<file path="config.mk">
export PLATFORM = sky130hd
export DESIGN_NAME = page_frame_table_fifo_lru
export DESIGN_NICKNAME = d
export VERILOG_FILES = /design/src/rtl/pftfl_pkg.sv /design/src/rtl/pftfl_cfg.sv /design/src/rtl/pftfl_ctrl.sv /design/src/rtl/pftfl_dpath.sv /design/src/rtl/page_frame_table_fifo_lru.sv
export SDC_FILE = /design/constraint.sdc
export NUM_CORES = 1
export LEC_CHECK = 0
export BUFFER_PORTS_ARGS = -buffer_cell sky130_fd_sc_hd__buf_2
export CORE_MARGIN = 2
export CORE_UTILIZATION = 30
export DETAILED_ROUTE_END_ITERATION = 10
export GPL_ROUTABILITY_DRIVEN = 0
export PLACE_DENSITY_LB_ADDON = 0.25
export SETUP_SLACK_MARGIN = 0.02
export SYNTH_ARGS = -nofsm -noshare
export SYNTH_HDL_FRONTEND = slang
export SYNTH_HIERARCHICAL = 1
export SYNTH_SLANG_ARGS = --single-unit
</file>
<file path="constraint.sdc">
create_clock -name clk -period 8.9 [get_ports clk]
set_input_delay 1.78 -clock clk [delete_from_list [all_inputs] [get_ports clk]]
set_output_delay 1.78 -clock clk [all_outputs]
set_load 0.01 [all_outputs]
</file>
<file path="src/rtl/pftfl_pkg.sv">
// ----------------------------------------------------------------------------
// pftfl_pkg
// Shared widths, codes and controller/datapath interface types.
// ----------------------------------------------------------------------------
package pftfl_pkg;

  localparam int FRAMES      = 16;
  localparam int FRAME_IDX_W = $clog2(FRAMES);
  localparam int FRAME_CNT_W = $clog2(FRAMES + 1);
  localparam int PAGE_W      = 8;
  localparam int STAMP_W     = 32;
  localparam int FAULT_W     = 16;
  localparam int APB_ADDR_W  = 3;
  localparam int APB_DATA_W  = 32;

  localparam logic [FRAME_CNT_W-1:0] FRAMES_RESET = FRAME_CNT_W'(FRAMES);

  typedef enum logic {
    MODE_FIFO = 1'b0,
    MODE_LRU  = 1'b1
  } repl_mode_t;

  // Register select is byte address bit 2.
  typedef enum logic {
    REG_REPL_MODE     = 1'b0,
    REG_FRAMES_IN_USE = 1'b1
  } reg_sel_t;

  typedef enum logic [1:0] {
    ST_IDLE,
    ST_LOOK,
    ST_SCAN
  } state_t;

  typedef struct packed {
    logic load;        // capture accepted page
    logic scan_start;  // seed victim search with frame 0
    logic scan_step;   // compare one more frame
    logic commit;      // update table, load result
  } cmd_t;

  typedef struct packed {
    logic hit;
    logic free_found;
    logic scan_last;
  } stat_t;

endpackage

</file>
<file path="src/rtl/pftfl_cfg.sv">
// ----------------------------------------------------------------------------
// pftfl_cfg
// APB register file: replacement mode and active frame count.
// ----------------------------------------------------------------------------
module pftfl_cfg (
  input  logic                                 clk,
  input  logic                                 rst,
  input  logic                                 psel,
  input  logic                                 penable,
  input  logic                                 pwrite,
  input  logic [pftfl_pkg::APB_ADDR_W-1:0]     paddr,
  input  logic [pftfl_pkg::APB_DATA_W-1:0]     pwdata,
  output logic [pftfl_pkg::APB_DATA_W-1:0]     prdata,
  output logic                                 pready,
  output pftfl_pkg::repl_mode_t                repl_mode,
  output logic [pftfl_pkg::FRAME_CNT_W-1:0]    frames_in_use
);

  pftfl_pkg::reg_sel_t sel;
  logic                wr;

  assign pready = 1'b1;
  assign sel    = pftfl_pkg::reg_sel_t'(paddr[2]);
  assign wr     = psel && penable && pwrite && pready;

  always_ff @(posedge clk) begin
    if (rst) begin
      repl_mode     <= pftfl_pkg::MODE_FIFO;
      frames_in_use <= pftfl_pkg::FRAMES_RESET;
    end else if (wr) begin
      unique case (sel)
        pftfl_pkg::REG_REPL_MODE:     repl_mode <= pftfl_pkg::repl_mode_t'(pwdata[0]);
        pftfl_pkg::REG_FRAMES_IN_USE: frames_in_use <= pwdata[pftfl_pkg::FRAME_CNT_W-1:0];
        default: ;
      endcase
    end
  end

  always_comb begin
    prdata = '0;
    unique case (sel)
      pftfl_pkg::REG_REPL_MODE:     prdata[0] = repl_mode;
      pftfl_pkg::REG_FRAMES_IN_USE: prdata[pftfl_pkg::FRAME_CNT_W-1:0] = frames_in_use;
      default: ;
    endcase
  end

endmodule

</file>
<file path="src/rtl/pftfl_ctrl.sv">
// ----------------------------------------------------------------------------
// pftfl_ctrl
// Sequencer: accept, lookup, optional victim scan, commit into output stage.
// ----------------------------------------------------------------------------
module pftfl_ctrl (
  input  logic              clk,
  input  logic              rst,
  input  logic              in_valid,
  output logic              in_ready,
  output logic              out_valid,
  input  logic              out_ready,
  input  pftfl_pkg::stat_t  stat,
  output pftfl_pkg::cmd_t   cmd
);

  pftfl_pkg::state_t state, state_next;
  logic              out_free;

  assign out_free = !out_valid || out_ready;

  always_ff @(posedge clk) begin
    if (rst) begin
      state     <= pftfl_pkg::ST_IDLE;
      out_valid <= 1'b0;
    end else begin
      state <= state_next;
      if (cmd.commit) begin
        out_valid <= 1'b1;
      end else if (out_ready) begin
        out_valid <= 1'b0;
      end
    end
  end

  always_comb begin
    state_next = state;
    cmd        = '0;
    in_ready   = 1'b0;
    unique case (state)
      pftfl_pkg::ST_IDLE: begin
        in_ready = 1'b1;
        if (in_valid) begin
          cmd.load   = 1'b1;
          state_next = pftfl_pkg::ST_LOOK;
        end
      end
      pftfl_pkg::ST_LOOK: begin
        if (stat.hit || stat.free_found) begin
          if (out_free) begin
            cmd.commit = 1'b1;
            state_next = pftfl_pkg::ST_IDLE;
          end
        end else begin
          cmd.scan_start = 1'b1;
          state_next     = pftfl_pkg::ST_SCAN;
        end
      end
      pftfl_pkg::ST_SCAN: begin
        if (!stat.scan_last) begin
          cmd.scan_step = 1'b1;
        end else if (out_free) begin
          cmd.commit = 1'b1;
          state_next = pftfl_pkg::ST_IDLE;
        end
      end
      default: state_next = pftfl_pkg::ST_IDLE;
    endcase
  end

endmodule

</file>
<file path="src/rtl/pftfl_dpath.sv">
// ----------------------------------------------------------------------------
// pftfl_dpath
// Frame table, parallel tag/free lookup, serial oldest-stamp scan, counters
// and the result register.
// ----------------------------------------------------------------------------
module pftfl_dpath (
  input  logic                                 clk,
  input  logic                                 rst,
  input  pftfl_pkg::cmd_t                      cmd,
  output pftfl_pkg::stat_t                     stat,
  input  logic [pftfl_pkg::PAGE_W-1:0]         page_number,
  input  pftfl_pkg::repl_mode_t                repl_mode,
  input  logic [pftfl_pkg::FRAME_CNT_W-1:0]    frames_in_use,
  output logic                                 hit,
  output logic [pftfl_pkg::FRAME_IDX_W-1:0]    frame_index,
  output logic                                 evicted_valid,
  output logic [pftfl_pkg::PAGE_W-1:0]         evicted_page,
  output logic [pftfl_pkg::FAULT_W-1:0]        fault_total
);

  localparam int N  = pftfl_pkg::FRAMES;
  localparam int IW = pftfl_pkg::FRAME_IDX_W;
  localparam int CW = pftfl_pkg::FRAME_CNT_W;
  localparam int SW = pftfl_pkg::STAMP_W;
  localparam int FW = pftfl_pkg::FAULT_W;

  // table
  logic [N-1:0]                    frame_valid;
  logic [pftfl_pkg::PAGE_W-1:0]    frame_page    [N];
  logic [SW-1:0]                   arrival_stamp [N];
  logic [SW-1:0]                   access_stamp  [N];
  logic [SW-1:0]                   access_clock;
  logic [FW-1:0]                   fault_counter;

  logic [pftfl_pkg::PAGE_W-1:0]    page;

  // victim scan
  logic [CW-1:0]                   scan_idx;
  logic [IW-1:0]                   best_idx;
  logic [SW-1:0]                   best_stamp;
  logic [SW-1:0]                   scan_stamp;
  logic [SW-1:0]                   first_stamp;

  logic [CW-1:0]                   n_active;
  logic [N-1:0]                    match_vec;
  logic [N-1:0]                    free_vec;
  logic [IW-1:0]                   hit_idx;
  logic [IW-1:0]                   free_idx;
  logic [IW-1:0]                   slot;
  logic                            evict;
  logic [FW-1:0]                   fault_next;

  // Out-of-range frame counts clamp to 1..FRAMES.
  always_comb begin
    if (frames_in_use == '0) begin
      n_active = CW'(1);
    end else if (frames_in_use > CW'(N)) begin
      n_active = CW'(N);
    end else begin
      n_active = frames_in_use;
    end
  end

  always_comb begin
    for (int i = 0; i < N; i++) begin
      match_vec[i] = (CW'(i) < n_active) && frame_valid[i] && (frame_page[i] == page);
      free_vec[i]  = (CW'(i) < n_active) && !frame_valid[i];
    end
  end

  // Lowest index wins.
  always_comb begin
    hit_idx  = '0;
    free_idx = '0;
    for (int i = N - 1; i >= 0; i--) begin
      if (match_vec[i]) hit_idx = IW'(i);
      if (free_vec[i])  free_idx = IW'(i);
    end
  end

  assign scan_stamp  = (repl_mode == pftfl_pkg::MODE_LRU) ?
                       access_stamp[scan_idx[IW-1:0]] : arrival_stamp[scan_idx[IW-1:0]];
  assign first_stamp = (repl_mode == pftfl_pkg::MODE_LRU) ? access_stamp[0] : arrival_stamp[0];

  assign stat.hit        = |match_vec;
  assign stat.free_found = |free_vec;
  assign stat.scan_last  = (scan_idx >= n_active);

  assign evict = !stat.hit && !stat.free_found;
  assign slot  = stat.hit ? hit_idx : (stat.free_found ? free_idx : best_idx);

  assign fault_next = (!stat.hit && (fault_counter != '1)) ? fault_counter + FW'(1)
                                                           : fault_counter;

  always_ff @(posedge clk) begin
    if (cmd.load) begin
      page <= page_number;
    end
    if (cmd.scan_start) begin
      scan_idx   <= CW'(1);
      best_idx   <= '0;
      best_stamp <= first_stamp;
    end else if (cmd.scan_step) begin
      scan_idx <= scan_idx + CW'(1);
      if (scan_stamp < best_stamp) begin
        best_idx   <= scan_idx[IW-1:0];
        best_stamp <= scan_stamp;
      end
    end
    if (cmd.commit) begin
      access_stamp[slot] <= access_clock;
      if (!stat.hit) begin
        frame_page[slot]    <= page;
        arrival_stamp[slot] <= access_clock;
      end
      hit           <= stat.hit;
      frame_index   <= slot;
      evicted_valid <= evict;
      evicted_page  <= evict ? frame_page[slot] : '0;
      fault_total   <= fault_next;
    end
  end

  always_ff @(posedge clk) begin
    if (rst) begin
      frame_valid   <= '0;
      access_clock  <= '0;
      fault_counter <= '0;
    end else if (cmd.commit) begin
      frame_valid[slot] <= 1'b1;
      fault_counter     <= fault_next;
      if (access_clock != '1) begin
        access_clock <= access_clock + SW'(1);
      end
    end
  end

endmodule

</file>
<file path="src/rtl/page_frame_table_fifo_lru.sv">
// ----------------------------------------------------------------------------
// page_frame_table_fifo_lru
// Fully associative page frame table with FIFO or LRU replacement.
//
//   channel  | handshake            | payload
//   ---------+----------------------+-------------------------------------------
//   in       | in_valid / in_ready  | page_number
//   out      | out_valid / out_ready| hit, frame_index, evicted_valid,
//            |                      | evicted_page, fault_total
//   cfg      | APB psel/penable     | paddr, pwdata, prdata (mode, frame count)
//
// Steps: a hit or a fill into a free frame is accepted, then looked up and
//   committed. An eviction adds an oldest-stamp scan over the n active
//   frames, which reads one frame's stamp per cycle, before the commit.
// Reset: synchronous; frees every frame, clears the access clock and the
//   fault count, mode FIFO, 16 frames active.
// Stalls: the result sits in an output register; a new transaction is taken
//   while it waits, and only the commit of that next transaction holds off
//   until the output register is free.
// ----------------------------------------------------------------------------
module page_frame_table_fifo_lru (
  input  logic                                 clk,
  input  logic                                 rst,
  // input transaction
  input  logic                                 in_valid,
  output logic                                 in_ready,
  input  logic [pftfl_pkg::PAGE_W-1:0]         page_number,
  // result transaction
  output logic                                 out_valid,
  input  logic                                 out_ready,
  output logic                                 hit,
  output logic [pftfl_pkg::FRAME_IDX_W-1:0]    frame_index,
  output logic                                 evicted_valid,
  output logic [pftfl_pkg::PAGE_W-1:0]         evicted_page,
  output logic [pftfl_pkg::FAULT_W-1:0]        fault_total,
  // configuration
  input  logic                                 psel,
  input  logic                                 penable,
  input  logic                                 pwrite,
  input  logic [pftfl_pkg::APB_ADDR_W-1:0]     paddr,
  input  logic [pftfl_pkg::APB_DATA_W-1:0]     pwdata,
  output logic [pftfl_pkg::APB_DATA_W-1:0]     prdata,
  output logic                                 pready
);

  pftfl_pkg::repl_mode_t                repl_mode;
  logic [pftfl_pkg::FRAME_CNT_W-1:0]    frames_in_use;
  pftfl_pkg::cmd_t                      cmd;
  pftfl_pkg::stat_t                     stat;

  // Register file: the user must write it only while no transaction is in flight; the block does not enforce this.
  pftfl_cfg u_cfg (
    .clk           (clk),
    .rst           (rst),
    .psel          (psel),
    .penable       (penable),
    .pwrite        (pwrite),
    .paddr         (paddr),
    .pwdata        (pwdata),
    .prdata        (prdata),
    .pready        (pready),
    .repl_mode     (repl_mode),
    .frames_in_use (frames_in_use)
  );

  // Sequencer owns the handshakes and the output valid flag.
  pftfl_ctrl u_ctrl (
    .clk       (clk),
    .rst       (rst),
    .in_valid  (in_valid),
    .in_ready  (in_ready),
    .out_valid (out_valid),
    .out_ready (out_ready),
    .stat      (stat),
    .cmd       (cmd)
  );

  // Table, search and result payload.
  pftfl_dpath u_dpath (
    .clk           (clk),
    .rst           (rst),
    .cmd           (cmd),
    .stat          (stat),
    .page_number   (page_number),
    .repl_mode     (repl_mode),
    .frames_in_use (frames_in_use),
    .hit           (hit),
    .frame_index   (frame_index),
    .evicted_valid (evicted_valid),
    .evicted_page  (evicted_page),
    .fault_total   (fault_total)
  );

endmodule

</file>
==> Word-level counts from Yosys, hierarchy flattened <==
Memory sizes are Yosys's and may differ from the RTL's. A register that Yosys moved wholly into a read port is not among the register bits.
Index checks and enable logic that the tools add are counted.
{ "word_totals": {"inputBits": 50, "regBits": 144, "mem_count": 3, "mem_bits_rw": 1152} }
{ "classes": {"eq_ne": 22, "reduce_logical": 88, "magnitude_cmp": 21, "n_addsub": 3, "bitwise_logic": 2, "n_mux": 73} }
{ "memory_table": {"columns": ["memory", "depth", "word_bits", "read_ports", "rd_ports_with_merged_regs", "write_ports", "line_no", "rtl"], "rows": [
  ["u_dpath.access_stamp", 16, 32, 2, 1, 1, "pftfl_dpath.sv:31", "logic [SW-1:0] access_stamp [N];"],
  ["u_dpath.arrival_stamp", 16, 32, 2, 1, 1, "pftfl_dpath.sv:30", "logic [SW-1:0] arrival_stamp [N];"],
  ["u_dpath.frame_page", 16, 8, 17, 1, 1, "pftfl_dpath.sv:29", "logic [pftfl_pkg::PAGE_W-1:0] frame_page [N];"]
]} }
{ "op_table": {"columns": ["operator", "n"], "rows": [
  ["$mux 32", 5],
  ["$mux 4", 39],
  ["$eq 8x8->1", 16],
  ["$logic_and 1x1->1", 53],
  ["$lt 4x5->1 const A", 8],
  ["$add 32x1->32 const B", 1],
  ["$lt 32x32->1", 1],
  ["$ne 32x32->1 const B", 1],
  ["$reduce_or 16->1", 2],
  ["$logic_not 1->1", 20],
  ["$lt 3x5->1 const A", 4],
  ["$mux 1", 18],
  ["$add 16x1->16 const B", 1],
  ["$mux 16", 1],
  ["$ne 16x16->1 const B", 1],
  ["$or 16x16->16", 1],
  ["$reduce_and 2->1", 6],
  ["$lt 1x5->1 const A", 2],
  ["$lt 2x5->1 const A", 2],
  ["$mux 5", 2],
  ["$mux 2", 4],
  ["$pmux 2 s3", 1],
  ["$reduce_bool 2->1", 3],
  ["$add 5x1->5 const B", 1],
  ["14 further kinds", 16]
]} }

==> Depth between registers and ports, before layout <==
Gate-level depths: netlist of the first run.
{ "logic_depth": {"ltp_word": 28, "mapped_depth": 23, "ltp_nobuf": 21} }

==> Cells and area by module <==
The synthesis of the first run kept the hierarchy.
{ "modules_own_cells": {"columns": ["module", "n_inst", "area_each_um2", "cells_each"], "rows": [
  ["pftfl_dpath", 1, 53745.3, 2912],
  ["pftfl_cfg", 1, 535.5, 62],
  ["pftfl_ctrl", 1, 265.3, 31]
]} }

==> Least setup slack after synthesis of the first run <==
OpenSTA, ideal clock, no wires.
{ "synth_timing": {"kind": "flip-flop to flip-flop", "from": "reg u_dpath/page[3] (netlist bit)", "to": "mem u_dpath/arrival_stamp[12][0] (netlist bit), enable pin", "t_required_ps": 8462, "path_slack_ps": 2009, "setup_time_ps": 438, "period_less_slack_ps": 6891, "stages_incl_launch_ff": 16, "n_path_buf": 3, "t_arrival_ps": 6453, "cell_sequence": "edfxtp_1 > buf_2 > xnor2_1 > nand2_1 > or4_4 > nand4_2 > nand3b_1 > nor2_4 > inv_1 > nor3_1 > or3b_1 > nor2_1 > clkbuf_1 > buf_1 > nand4_1 > nor2_1"} }
{ "synth_rtl": {"columns": ["element", "line_no", "rtl"], "rows": [
  ["start, declared", "pftfl_dpath.sv:35", "logic [pftfl_pkg::PAGE_W-1:0] page;"],
  ["start signal, assigned", "pftfl_dpath.sv:97", "page <= page_number;"],
  ["end, declared", "pftfl_dpath.sv:30", null]
]} }

==> results.ini, run 1 <==
[clock_tree]
postCtsSetupRepairBufs = 0
cts-htree-levels = 4
numClockSinks = 1308
cts.clk_slew.worst_paths_ps = 60
clk_latency_ps = 790
cts_tree = built
hold_buffers = 0
cts_resized = 0
cts_buffer_depth = 3
root_buffer = clkbuf_16
cts_made_buffers = 146

[synthesis]
synth_top_area_cell = edfxtp_1
syn_area_sq_um = 54550
synth_area_leaders = edfxtp_1 (67%), mux4_2 (13%), dfxtp_1 (3.2%), xnor2_1 (1.7%), mux2i_1 (1.3%)
synth_seq_cells = 1308
synth.most_common_cell = edfxtp_1
synth_cell_types = 93
synth_area_per_cell_sq_um = 18.15
yosys_warnings = 6
synth_edf_count = 1222
synthTopCellsByCount = edfxtp_1 (1222), mux4_2 (319), nand2_1 (146)
syn_inst = 3005
async_flop_share = 0
ys.flop_type = edfxtp_1
synth_top_area_share = 0.6727
ys_seq_area_frac = 0.7043

[timing]
tightest_slew_ps = 1219
finalClockSkew_ps = 42.51
tns_ps = 0
max_freq_mhz = 146.2
rsz0062_at_grt = false
finalSetupViolations = 0
final-max-slew-violation-count = 0
relSlewSlack = 0.1865
fin_crit_ps = 6840
hold_viol = 0
fin_crit_sh = 0.7686

[worst_setup_path]
worst_setup_path_start_kind = flop
crit_fanout = 21
critPathBufInv = 5
crit_arrival_ps = 7290
crit_required_ps = 9350
end_kind = flop
cp_cell_sequence = buf_4 > xor2_1 > nor4_1 > nand4_1 > nand4_2 > nand3b_1 > nor2_4 > inv_1 > nor3_1 > or3b_1 > nor2_4 > inv_1 > or2_2 > or3_1 > inv_2 > buf_4
crit_slowest_cell = edfxtp_1
criticalPathCategory = reg2reg
critical-path-top-delay-family = simple AND/OR/NAND/NOR gates
cpPeakStageDelay_ps = 1030

[floorplan]
core_area_sq_um = 180700
die_y_um = 430.4
io_pins = 115
start_util = 0.3018
die_area_sq_um = 185200
dieWidth_um = 430.4
rows = 156

[layout]
n_antenna_cell = 0
layout-drive-gt1-share = 0.2417
syn_to_final_growth_pct = 15.16
finalNetCount = 3240

[global_routing]
grt_pass1_wl_um = 210700
grt_max_degree = 79
overflow = 0
grt_pass1_vias = 28999
grtUsageTotal = 0.1571
antenna_found_initial = 0

[power_and_ir_drop]
power_frac_seq = 0.506
swShare = 0.2167
power_frac_comb = 0.043
p_per_area_nw_per_um2 = 213.0
p_sw_mw = 2.899
pwr-share-clk = 0.451
p_int_mw = 10.48
ir_worst_vdd_mv = 0.1848
p_leak_nw = 20.62
finalPower_mw = 13.38

[run_status]
status = finished clean

[placed_design]
hpwl_um = 85540
io_buffers = 57

[routing]
via_per_inst = 5.060
drc = 0
drt_iter0_markers = 2350
ant_nets = 0
firstDrtPassIters = 5
wirelength_um = 146600
wl_per_cell_um = 26.01
vias = 28530

[job]
drv_cap = 0

[min_path]
hold_class = reg2reg

-- logic make-up (layout without fill, tap and decap cells) --
| family | Yosys count | count (layout) | share of synthesized area |
|---|---|---|---|
| other | 2 | 28 | 0.0001377 |
| xor gates and xnor gates | 185 | 185 | 0.02971 |
| buffers and inverters | 249 | 486 | 0.02259 |
| and+or+nand+nor | 547 | 547 | 0.05051 |
| muxes | 410 | 410 | 0.1489 |
| AOI/OAI and AO/OA | 261 | 261 | 0.03395 |
| DFF | 1308 | 1308 | 0.7043 |
| adders and majority gates | 43 | 43 | 0.009864 |
-- power by group through the flow --
| stage | Sequential, mW | Clock [mW] | Combinational, mW |
|---|---|---|---|
| 3_5_place_dp | 6.90 | 0 | 0.590 |
| 4_1_cts | 6.77 | 6.18 | 0.593 |
| 2_1_floorplan | 6.87 | 0 | 0.428 |
| 6_report | 6.76 | 6.03 | 0.581 |
| 5_1_grt | 6.77 | 6.41 | 0.632 |
| 3_3_place_gp | 6.89 | 0 | 0.591 |
-- metrics by stage --
stage	util	instances	hold slack, ps	setup slack (ps)	instance area, sq um
2_1_floorplan	-	3031	446.0	2009	54640
3_3_place_gp	0.3211	5369	481.9	2116	58040
3_5_place_dp	0.3211	5369	492.5	2054	58040
4_1_cts	0.3476	5638	499.3	2009	62820
5_1_grt	0.3476	5638	531.0	1756	62820
6_report	0.3476	5638	495.4	2060	62820
-- final timing paths --
path / startpoint / endpoint / slack (ps) / cells past startpoint
max: u_dpath/page[5] / u_dpath/access_stamp[4][3] / 2060 / 16
min: u_ctrl/out_valid / u_ctrl/out_valid / 500 / 2
max reg2reg: u_dpath/page[5] / u_dpath/access_stamp[4][3] / 2060 / 16
min reg2reg: u_ctrl/out_valid / u_ctrl/out_valid / 500 / 2
-- layout make-up --
cell class | instances | area (sq um)
fill | 17012 | 117900
clock buffer | 194 | 3935
clock inverter | 75 | 839.6
tap | 2370 | 2965
sequential | 1308 | 38440
timing repair buffer | 155 | 1186
inverter | 62 | 232.7
multi-input combinational | 1474 | 15220
-- worst reg2reg max path: cells and delay by family (launching register included) --
family,cells,cell delay (ps)
xor gates and xnor gates,1,100
buffers and inverters,5,2000
DFF,1,1030
and+or+nand+nor,10,3390
-- placed cells by master (no fill, tap or decap), types with 13 or more instances in the layout --
| cell | netlist | final |
|---|---|---|
| buf_4 | 38 | 86 |
| ha_1 | 43 | 43 |
| nor3_1 | 14 | 14 |
| buf_2 | 18 | 56 |
| xor2_1 | 79 | 79 |
| edfxtp_1 | 1222 | 1222 |
| nor2_4 | 2 | 32 |
| nand2_1 | 146 | 146 |
| xnor2_1 | 106 | 106 |
| nand4_1 | 45 | 45 |
| clkinv_2 | 0 | 20 |
| clkinv_1 | 1 | 24 |
| or3_1 | 15 | 15 |
| a21o_1 | 24 | 23 |
| dfxtp_1 | 86 | 81 |
| mux2i_1 | 71 | 71 |
| nor2_1 | 141 | 110 |
| nor4_1 | 26 | 26 |
| bufinv_16 | 0 | 13 |
| mux2_2 | 17 | 17 |
| o21ai_0 | 51 | 51 |
| buf_12 | 0 | 13 |
| conb_1 | 2 | 28 |
| nand2b_1 | 17 | 17 |
| nand3_1 | 74 | 74 |
| clkbuf_1 | 81 | 39 |
| a21oi_1 | 63 | 63 |
| a2111oi_0 | 14 | 14 |
| clkbuf_16 | 0 | 147 |
| mux4_2 | 319 | 319 |
| inv_1 | 59 | 55 |
| a221oi_1 | 13 | 13 |
-- registers in the layout, summed over array words and instances, names as in the netlist, named ones only --
signal	count
u_dpath/evicted_page	8
u_dpath/arrival_stamp	512
u_dpath/fault_counter	16
u_dpath/frame_index	4
u_dpath/access_clock	32
u_dpath/scan_idx	5
u_ctrl/state	2
u_dpath/frame_page	128
u_dpath/best_stamp	32
u_dpath/hit	1
u_dpath/fault_total	16
u_dpath/evicted_valid	1
u_cfg/frames_in_use	5
u_cfg/repl_mode	1
u_dpath/best_idx	4
u_dpath/page	8
u_dpath/access_stamp	512
u_dpath/frame_valid	16
u_ctrl/out_valid	1
-- layer usage --
layer | track usage | vias up | wire length (um)
met1 | 0.2217 | 15324 | 66590
met4 | 0.04262 | 0 | 3200
met2 | 0.2538 | 724 | 70390
met3 | 0.02250 | 188 | 6438
li1 | - | 12294 | -
met5 | 0 | - | 0
No activity file was read; power rests on OpenSTA's default activity.
==> inputs of run 2 (changes only) <==
clock period = 5.7 ns   (was 8.9 ns; I/O delays follow)
==> run 2 against run 1 <==
  * Clock power up 52%
  * Power up 55%
  * Non-clock buffer count up 76
  * Hold slack better by 7.8 ps
  * Setup slack worse by 1700 ps
  * Via count up 0.98%
  * Combinational power up 69%
  * Clock skew down 11 ps
  * Sequential cell count unchanged
  * Cell count up 1.3%
  * Critical path type unchanged
  * Largest cell class unchanged
  * Largest power group unchanged
==> results.ini, run 2 (synthesis results as in run 1) <==
[run_status]
status = finished clean

[floorplan]
start_util = 0.3018
die_area_sq_um = 185200
rows = 156
die_y_um = 430.4
dieWidth_um = 430.4
io_pins = 115
core_area_sq_um = 180700

[clock_tree]
hold_buffers = 0
cts-htree-levels = 4
root_buffer = clkbuf_16
cts_tree = built
cts_made_buffers = 145
clk_latency_ps = 770
cts_resized = 0
numClockSinks = 1308
cts_buffer_depth = 3
postCtsSetupRepairBufs = 0
cts.clk_slew.worst_paths_ps = 60

[job]
drv_cap = 0

[global_routing]
overflow = 0
grt_pass1_wl_um = 214900
grtUsageTotal = 0.1602
grt_pass1_vias = 29160
grt_max_degree = 79
antenna_found_initial = 0

[worst_setup_path]
crit_arrival_ps = 5760
end_kind = flop
crit_fanout = 43
worst_setup_path_start_kind = flop
criticalPathCategory = reg2reg
crit_required_ps = 6140

[power_and_ir_drop]
pwr-share-clk = 0.443
finalPower_mw = 20.71
ir_worst_vdd_mv = 0.2964
p_sw_mw = 4.467
p_int_mw = 16.24
p_per_area_nw_per_um2 = 324.2
p_leak_nw = 21.11
power_frac_seq = 0.509
swShare = 0.2157
power_frac_comb = 0.048

[timing]
fin_crit_sh = 0.9329
worst_slack_ps = 382.7
fin_crit_ps = 5317
finalClockSkew_ps = 31.47
rsz0062_at_grt = false
hold_slack_ps = 503.1
relSlewSlack = 0.1124
hold_viol = 0
tightest_slew_ps = 1330
finalSetupViolations = 0
max_freq_mhz = 188.1
final-max-slew-violation-count = 0

[layout]
largest_registers = u_dpath/access_stamp x512, u_dpath/arrival_stamp x512, u_dpath/frame_page x128
n_antenna_cell = 0
layout-drive-gt1-share = 0.2611
mostFrequentLayoutCells = edfxtp_1 (1222), mux4_2 (319), clkbuf_16 (150), nand2_1 (146), buf_4 (116)
layout_commonest_cell = edfxtp_1
syn_to_final_growth_pct = 17.09
fin_area_sq_um = 63870
finalNonFillerCells = 5710
finalNetCount = 3315

[routing]
vias = 28810
wl_per_cell_um = 26.02
drt_iter0_markers = 2712
via_per_inst = 5.046
ant_nets = 0
drc = 0
firstDrtPassIters = 5
wirelength_um = 148500

[min_path]
hold_class = reg2reg

[placed_design]
placed_cells = 5445
io_buffers = 57
pre_cts_slack_ps = 479.2
hpwl_um = 88670
dpl_cell_area_sq_um = 59190

## run 2: changes by cell type in the layout (fill, tap and decap cells not counted), sizes merged
cell	before	now
bufinv	13	7
clkinv	48	57
clkinvlp	2	4
buf	155	231
inv	74	69
clkbuf	194	190
## run 2: worst max-delay path: stages, from the launching register on
cell	delay, ps
dfxtp_4	490
buf_12	360
mux4_2	560
mux4_2	520
nand2_1	120
nand2_1	90
ha_1	290
a21o_1	160
a21o_1	180
a21o_1	170
a21o_1	170
a21oi_1	130
o21ai_0	420
a211oi_1	580
o22a_1	220
a21o_2	230
buf_4	260
## run 2: worst paths after layout
kind,slack (ps),cells past startpoint,start,to
max,380,16,flop,u_dpath/best_stamp[31]
min,500,2,u_ctrl/out_valid,u_ctrl/out_valid
max reg2reg,380,16,flop,u_dpath/best_stamp[31]
min reg2reg,500,2,u_ctrl/out_valid,u_ctrl/out_valid
## run 2: per-stage QoR
step,util,setup TNS (ps)
after CTS,0.3534,0
final,0.3534,0
after global routing,0.3534,0
after global placement,0.3275,0
after floorplan,-,-28850
after detailed placement,0.3275,0
## run 2: routing by layer
metal / global-route usage / vias up / share of wire
met5: 0 / - / 0
met4: 0.03986 / 0 / 0.018
met3: 0.02413 / 182 / 0.050
met2: 0.2584 / 812 / 0.48
met1: 0.2270 / 15375 / 0.45
li1: - / 12441 / -
## run 2: power by group through the flow
stage | Combinational (mW) | Sequential (mW) | Clock [mW]
floorplan | 0.672 | 10.7 | 0
global placement | 0.998 | 10.7 | 0
detailed placement | 0.996 | 10.7 | 0
CTS | 1.00 | 10.5 | 9.41
global route | 1.07 | 10.5 | 9.78
finish | 0.984 | 10.5 | 9.18
## run 2: cell type report
type,instances,area [sq um]
Clock buffer,190,4054
Clock inverter,75,625.6
Fill cell,17024,116900
Inverter,62,232.7
Multi-Input combinational cell,1474,15220
Sequential cell,1308,38440
Tap cell,2370,2965
Timing Repair Buffer,231,2332
